--- config.mk ---
export PLATFORM = sky130hd
export DESIGN_NAME = rfo_ctrl
export DESIGN_NICKNAME = d
export VERILOG_FILES = /design/src/rtl/core/rfo_pkg.sv /design/src/rtl/core/rfo_ctrl.sv
export SDC_FILE = /design/constraint.sdc
export NUM_CORES = 1
export LEC_CHECK = 0
export BUFFER_PORTS_ARGS = -buffer_cell sky130_fd_sc_hd__clkbuf_2
export CAP_MARGIN = 20
export CORE_AREA = 8 8 45 47
export DETAILED_ROUTE_END_ITERATION = 12
export DIE_AREA = 0 0 53 55
export PLACE_DENSITY = 0.48
export SYNTH_ARGS = -nofsm -noshare
export SYNTH_HDL_FRONTEND = slang
export SYNTH_SLANG_ARGS = --single-unit
--- constraint.sdc ---
create_clock -name clk -period 1.2 [get_ports clk]
set_input_delay 0.24 -clock clk [delete_from_list [all_inputs] [get_ports clk]]
set_output_delay 0.24 -clock clk [all_outputs]
set_load 0.02 [all_outputs]
--- src/rtl/core/rfo_pkg.sv ---
`timescale 1ns / 1ps
// Package of the rectangle rasterizer: payload structs, operation codes,
// register indexes, controller states and the command/status structs.
// Depends on nothing; every rtl/core module refers to it by scoped names.
package rfo_pkg;

  // Operation codes carried in the operation field
  typedef enum logic [1:0] {
    OP_CLEAR  = 2'd0,
    OP_DRAW   = 2'd1,
    OP_READ   = 2'd2,
    OP_IGNORE = 2'd3
  } op_t;

  // Configuration register indexes
  localparam logic [1:0] CFG_CANVAS_WIDTH    = 2'd0;
  localparam logic [1:0] CFG_CANVAS_HEIGHT   = 2'd1;
  localparam logic [1:0] CFG_BACKGROUND_BYTE = 2'd2;

  localparam int CFG_DATA_W = 9;

  // Shape kind bytes
  localparam logic [7:0] KIND_FILLED  = 8'h52;
  localparam logic [7:0] KIND_OUTLINE = 8'h72;

  // Register reset values
  localparam logic [8:0] CANVAS_WIDTH_RST    = 9'd256;
  localparam logic [8:0] CANVAS_HEIGHT_RST   = 9'd256;
  localparam logic [7:0] BACKGROUND_BYTE_RST = 8'd32;

  typedef struct packed {
    logic [1:0]         operation;
    logic [7:0]         shape_kind;
    logic signed [23:0] left_edge;
    logic signed [23:0] top_edge;
    logic signed [23:0] span_x;
    logic signed [23:0] span_y;
    logic [7:0]         paint_byte;
    logic [7:0]         read_column;
    logic [7:0]         read_row;
  } in_item_t;

  typedef struct packed {
    logic       status;
    logic [7:0] pixel_byte;
  } out_item_t;

  typedef enum logic [1:0] {
    ST_IDLE,
    ST_SWEEP,
    ST_READ,
    ST_EMIT
  } state_t;

  // Controller to datapath
  typedef struct packed {
    logic load;
    logic step;
    logic out_load;
  } dp_cmd_t;

  // Datapath to controller
  typedef struct packed {
    op_t  op;
    logic draw_ok;
    logic sweep_last;
  } dp_status_t;

endpackage

--- src/rtl/core/rfo_ctrl.sv ---
`timescale 1ns / 1ps
// Controller state machine of the rectangle rasterizer.
// Depends on rfo_pkg; drives the datapath through rfo_pkg::dp_cmd_t.
module rfo_ctrl (
  input  logic                clk,
  input  logic                rst,
  input  logic                in_valid,
  output logic                in_stall,
  input  logic                out_free,
  input  rfo_pkg::dp_status_t status,
  output rfo_pkg::dp_cmd_t    cmd
);

  rfo_pkg::state_t state;
  rfo_pkg::state_t state_next;

  // State register
  always_ff @(posedge clk) begin
    if (rst) begin
      state <= rfo_pkg::ST_IDLE;
    end else begin
      state <= state_next;
    end
  end

  // Next state and commands
  always_comb begin
    state_next   = state;
    cmd.load     = 1'b0;
    cmd.step     = 1'b0;
    cmd.out_load = 1'b0;
    in_stall     = 1'b1;
    unique case (state)
      rfo_pkg::ST_IDLE: begin
        in_stall = 1'b0;
        if (in_valid) begin
          cmd.load = 1'b1;
          unique case (status.op)
            rfo_pkg::OP_CLEAR:  state_next = rfo_pkg::ST_SWEEP;
            rfo_pkg::OP_DRAW:   state_next = status.draw_ok ? rfo_pkg::ST_SWEEP
                                                            : rfo_pkg::ST_EMIT;
            rfo_pkg::OP_READ:   state_next = rfo_pkg::ST_READ;
            rfo_pkg::OP_IGNORE: state_next = rfo_pkg::ST_EMIT;
            default:            state_next = rfo_pkg::ST_EMIT;
          endcase
        end
      end
      rfo_pkg::ST_SWEEP: begin
        cmd.step = 1'b1;
        if (status.sweep_last) begin
          state_next = rfo_pkg::ST_EMIT;
        end
      end
      rfo_pkg::ST_READ: begin
        // wait for the registered canvas read
        state_next = rfo_pkg::ST_EMIT;
      end
      rfo_pkg::ST_EMIT: begin
        if (out_free) begin
          cmd.out_load = 1'b1;
          state_next   = rfo_pkg::ST_IDLE;
        end
      end
      default: begin
        state_next = rfo_pkg::ST_IDLE;
      end
    endcase
  end

  // A read beat always passes through the read wait state
  assert property (@(posedge clk) disable iff (rst)
    (state == rfo_pkg::ST_IDLE && in_valid && status.op == rfo_pkg::OP_READ)
      |=> state == rfo_pkg::ST_READ)
    else $error("read beat did not enter read wait");

  // A rejected rectangle never sweeps the canvas
  assert property (@(posedge clk) disable iff (rst)
    (state == rfo_pkg::ST_IDLE && in_valid && status.op == rfo_pkg::OP_DRAW &&
     !status.draw_ok) |=> state == rfo_pkg::ST_EMIT)
    else $error("invalid rectangle started a sweep");

  // The sweep ends on the last pixel
  assert property (@(posedge clk) disable iff (rst)
    (state == rfo_pkg::ST_SWEEP && status.sweep_last) |=> state == rfo_pkg::ST_EMIT)
    else $error("sweep overran last pixel");

  // A result is only loaded when the output slot is free
  assert property (@(posedge clk) disable iff (rst)
    cmd.out_load |-> out_free && !cmd.step && !cmd.load)
    else $error("result loaded into a busy slot");

endmodule

### Word-level counts from Yosys, hierarchy flattened

Cells that the tools add are included.

| cells by class | value |
|---|---|
| eq/ne operators | 9 |
| muxes and demuxes | 12 |
| reduce and logical (&&, ||, !) cells | 3 |

Operator list:

| operator | count |
|---|---|
| $pmux 2 s4 | 2 |
| $eq 2x2->1 const B | 4 |
| $mux 2 | 4 |
| $mux 1 | 6 |
| $ne 2x2->1 const B | 3 |
| $eq 2x1->1 const B | 2 |
| $logic_not 2->1 | 2 |
| $reduce_and 3->1 | 1 |

| word-level totals | value |
|---|---|
| bits in registers | 2 |
| bits of input ports | 8 |
| word-level logic and storage cells | 25 |

### Depth between registers and ports, before layout

| logic depth | value |
|---|---|
| depth in word-level cells | 4 |
| mapped depth | 5 |
| mapped depth without buffers | 5 |

### Worst setup path after synthesis

Ideal clock, no wire load.

| path | value |
|---|---|
| path kind | register to register |
| start | register state[1] |
| end | register state[0] |
| arrival time | 1329 ps |
| path slack | -215 ps |
| stages on the path, launching flop included | 6 |
| buffers on the path | 0 |
| cells stage by stage | dfxtp_1 inv_1 ha_1 nor2b_1 a211o_1 a221oi_2 |

| between the ends | value |
|---|---|
| longest elaborated chain between the ends | 3 |
| elaborated cells on any way between the ends | 9 |

RTL lines:

| what | RTL line | text |
|---|---|---|
| start: declaration | rfo_ctrl.sv:14 | `rfo_pkg::state_t state;` |
| start signal: assignment | rfo_ctrl.sv:20 | `state <= rfo_pkg::ST_IDLE;` |
| start signal: assignment | rfo_ctrl.sv:22 | `state <= state_next;` |
| $eq 2x1->1 (tied with other cells) | rfo_ctrl.sv:33 | `unique case (state)` |
| $ne 2x2->1 (no line) | n/a |  |
| $reduce_and 3->1 (no line) | n/a |  |

Parallel ways exist; a longest one is shown, timed or not.
A chain may end at the register's enable or synchronous reset.

### Final worst setup path

| path | value |
|---|---|
| start | register state[0] |
| end | register state[0] |

The elaborated chain is that of the path after synthesis.

==> flow_summary.yaml <==
critical_path:
  crit_fanout: 4
  critPathRequiredTime_ns: 1.33
  critical-path-max-stage-delay_ns: 0.36
  worstPathArrival_ns: 1.44
  critPathTopFamily: "compound AO/OA/AOI/OAI gates"
  worstReg2RegStart: "state[0]$_SDFFE_PP0P_"
  end_kind: "flip-flop"
  cp.depth: 5
  startpoint_type: "flip-flop"
  reg2reg_to: "state[0]$_SDFFE_PP0P_"
  ff2ff_path_depth: 5
  cp_slowest_cell: "dfxtp_4"
  r2r_slack_ns: -0.11
  critPathLaunch: "state[0]$_SDFFE_PP0P_"
  cp-endpoint: "state[0]$_SDFFE_PP0P_"
  critPathBufInv: 2
  path_class: "flip-flop to flip-flop"
  path_cells: "inv_4 > ha_4 > buf_6 > a211o_1 > a221oi_2"
status:
  outcome: "complete, but fails checks"
  failed_checks: "negative setup slack"
timing:
  relSlewSlack_pct: 77.5
  finalHoldViolations: 0
  setup_viol: 5
  whs_ns: 0.197
  tightest_slew_ns: 0.338
  min_period_ns: 1.31
  skew_ns: 0.00205
  rsz0062_at_grt: "true"
  maxSlewViolCount: 0
  worst_slack_ns: -0.112
  fin_crit_sh_pct: 109
  fmax_ghz: 0.762
drt:
  ant_nets: 0
  first_pass_iters: 3
  first_iter_violations: 1
  wl_per_cell_um: 10.0
  finalWirelength_um: 570
  drc: 0
  vias: 221
  vias_per_cell: 3.88
power:
  share_comb_of_total_power_pct: 71.7
  swShare_pct: 39.2
  p_int_mw: 0.623
  irDropWorstVdd_mv: 0.647
  seqPwrFrac_pct: 13.9
  leakage_nw: 0.196
  p_clk_share_pct: 14.4
  power_mw: 1.03
  power_density_mw_per_mm2: 2340
  p_sw_mw: 0.403
placed_design:
  port_buffers: 11
  globalplace.congestion: 0.629
  hpwl_um: 443
floorplanning:
  start_util_pct: 15.6
  ios: 12
  dieArea_sq_mm: 0.00292
  rows: 14
  die_h_um: 55
  fp.dieW_um: 53
  core_area_sq_mm: 0.00138
cts:
  cts-root-buf: "clkbuf_4"
  insertion_delay_ns: 0.22
  clock-sinks: 2
  clk_pin_slew_worst_paths_ns: 0.03
  cts_hold_buf: 0
  cts_tree: "built"
  cts_buffers: 3
  clk_path_buf_depth: 2
  htree_levels: 1
synth:
  yosysSeqAreaShare_pct: 18.5
  synth_area_leaders: "dfxtp_1 (18%), ha_1 (17%), a221oi_2 (14%), a2111oi_4 (13%), inv_1 (8.7%)"
  syn_avg_cell_area_sq_um: 9.84
  synthCells: 22
  yosysWarnings: 0
  synth_top_area_share_pct: 18.5
  yosysTopAreaCell: "dfxtp_1"
  synth_nets: 33
  yosysUniqueCellTypes: 11
  synth_seq_cells: 2
  syn_area_sq_um: 216
layout:
  largest_register_ffs: 2
  fin_nets: 54
  antenna_cells: 0
  final_common_cell: "clkbuf_2"
  reg.largest.list: "state (2)"
  regMostFlops: "state"
  area_delta_synth_final_pct: 103
  layout_common_cells: "clkbuf_2 (7), clkbuf_4 (3), buf_4 (3)"
  layout-drive-gt1-share_pct: 82.9
global_route:
  overflow: 0
  antenna_found_initial: 0
  grt_pass1_wl_um: 952
  track_usage_pct: 4.69
  grt_max_degree: 5
  grt_pass1_vias: 255
flow_run:
  maxCapViolCount: 0
hold_path:
  hold_path_class: "primary input to flip-flop"
  min_path_cells: 2
## logic make-up (layout without fill, tap and decap cells)
kind of cell,Yosys count,after routing,synth area share [%]
AO/OA/AOI/OAI,6,6,35.3
AND/OR/NAND/NOR,6,6,20.2
flip-flops,2,2,18.5
adder cells (fa/ha/maj),3,3,17.3
buffers and inverters,5,24,8.67
## stage by stage
| stage | instances | cell area, sq um | utilization (%) | setup slack, ns | TNS (ns) |
|---|---|---|---|---|---|
| floorplan | 22 | 249 | - | -0.0759 | -0.146 |
| global placement | 51 | 339 | 24.5 | -0.117 | -0.230 |
| detailed placement | 51 | 339 | 24.5 | -0.126 | -0.260 |
| CTS | 57 | 434 | 31.4 | -0.123 | -0.534 |
| global route | 57 | 439 | 31.7 | -0.167 | -0.696 |
| finish | 57 | 439 | 31.7 | -0.112 | -0.450 |
## final cells by class
type,instances,area (sq um)
clock buffers,3,22.5
fillers,149,945
inverters,5,23.8
multi-input cells,15,200
flip-flops and latches,2,45.0
well taps,16,20.0
repair buffers,16,128
## cells in the mapped netlist
cell / number
and2_2: 1
o21ai_0: 2
nor2b_4: 1
a211o_1: 1
nor2b_1: 3
a221oi_2: 2
dfxtp_1: 2
ha_1: 3
a2111oi_4: 1
nor2_1: 1
inv_1: 5
## worst min path at each step
stage	startpoint	endpoint	slack, ns
after floorplan	rst	state[0]$_SDFFE_PP0P_	0.30
after CTS	rst	state[0]$_SDFFE_PP0P_	0.19
after global placement	rst	state[1]$_SDFFE_PP0P_	0.44
after detailed placement	rst	state[0]$_SDFFE_PP0P_	0.43
final	rst	state[0]$_SDFFE_PP0P_	0.20
after global routing	rst	state[1]$_SDFFE_PP0P_	0.20
## power by group through the flow
stage	clock network (mW)	registers (mW)	logic (mW)
6_report	0.148	0.142	0.736
4_1_cts	0.158	0.143	0.718
5_1_grt	0.164	0.148	0.808
2_1_floorplan	0	0.125	0.416
3_3_place_gp	0	0.128	0.540
3_5_place_dp	0	0.128	0.544
## repair_timing
item | CTS | global route
setup buffers | 3 | 0
pin swaps | 2 | 2
gates resized for setup | 12 | 3
cloned | 0 | 0
setup endpoints to repair | 5 | 6
## per-layer routing
metal	share of wire, %	global-route usage, %	wire, um
met5	0	0	0
met4	0	3.88	0
met3	15	4.28	84
met2	45	7.62	258
met1	40	3.33	226
## worst register-to-register path: stages, from the launching register on
cell and delay (ns):
dfxtp_4 0.36, inv_4 0.04, ha_4 0.16, buf_6 0.12, a211o_1 0.29, a221oi_2 0.24
No activity file was read; power rests on OpenSTA's default activity.
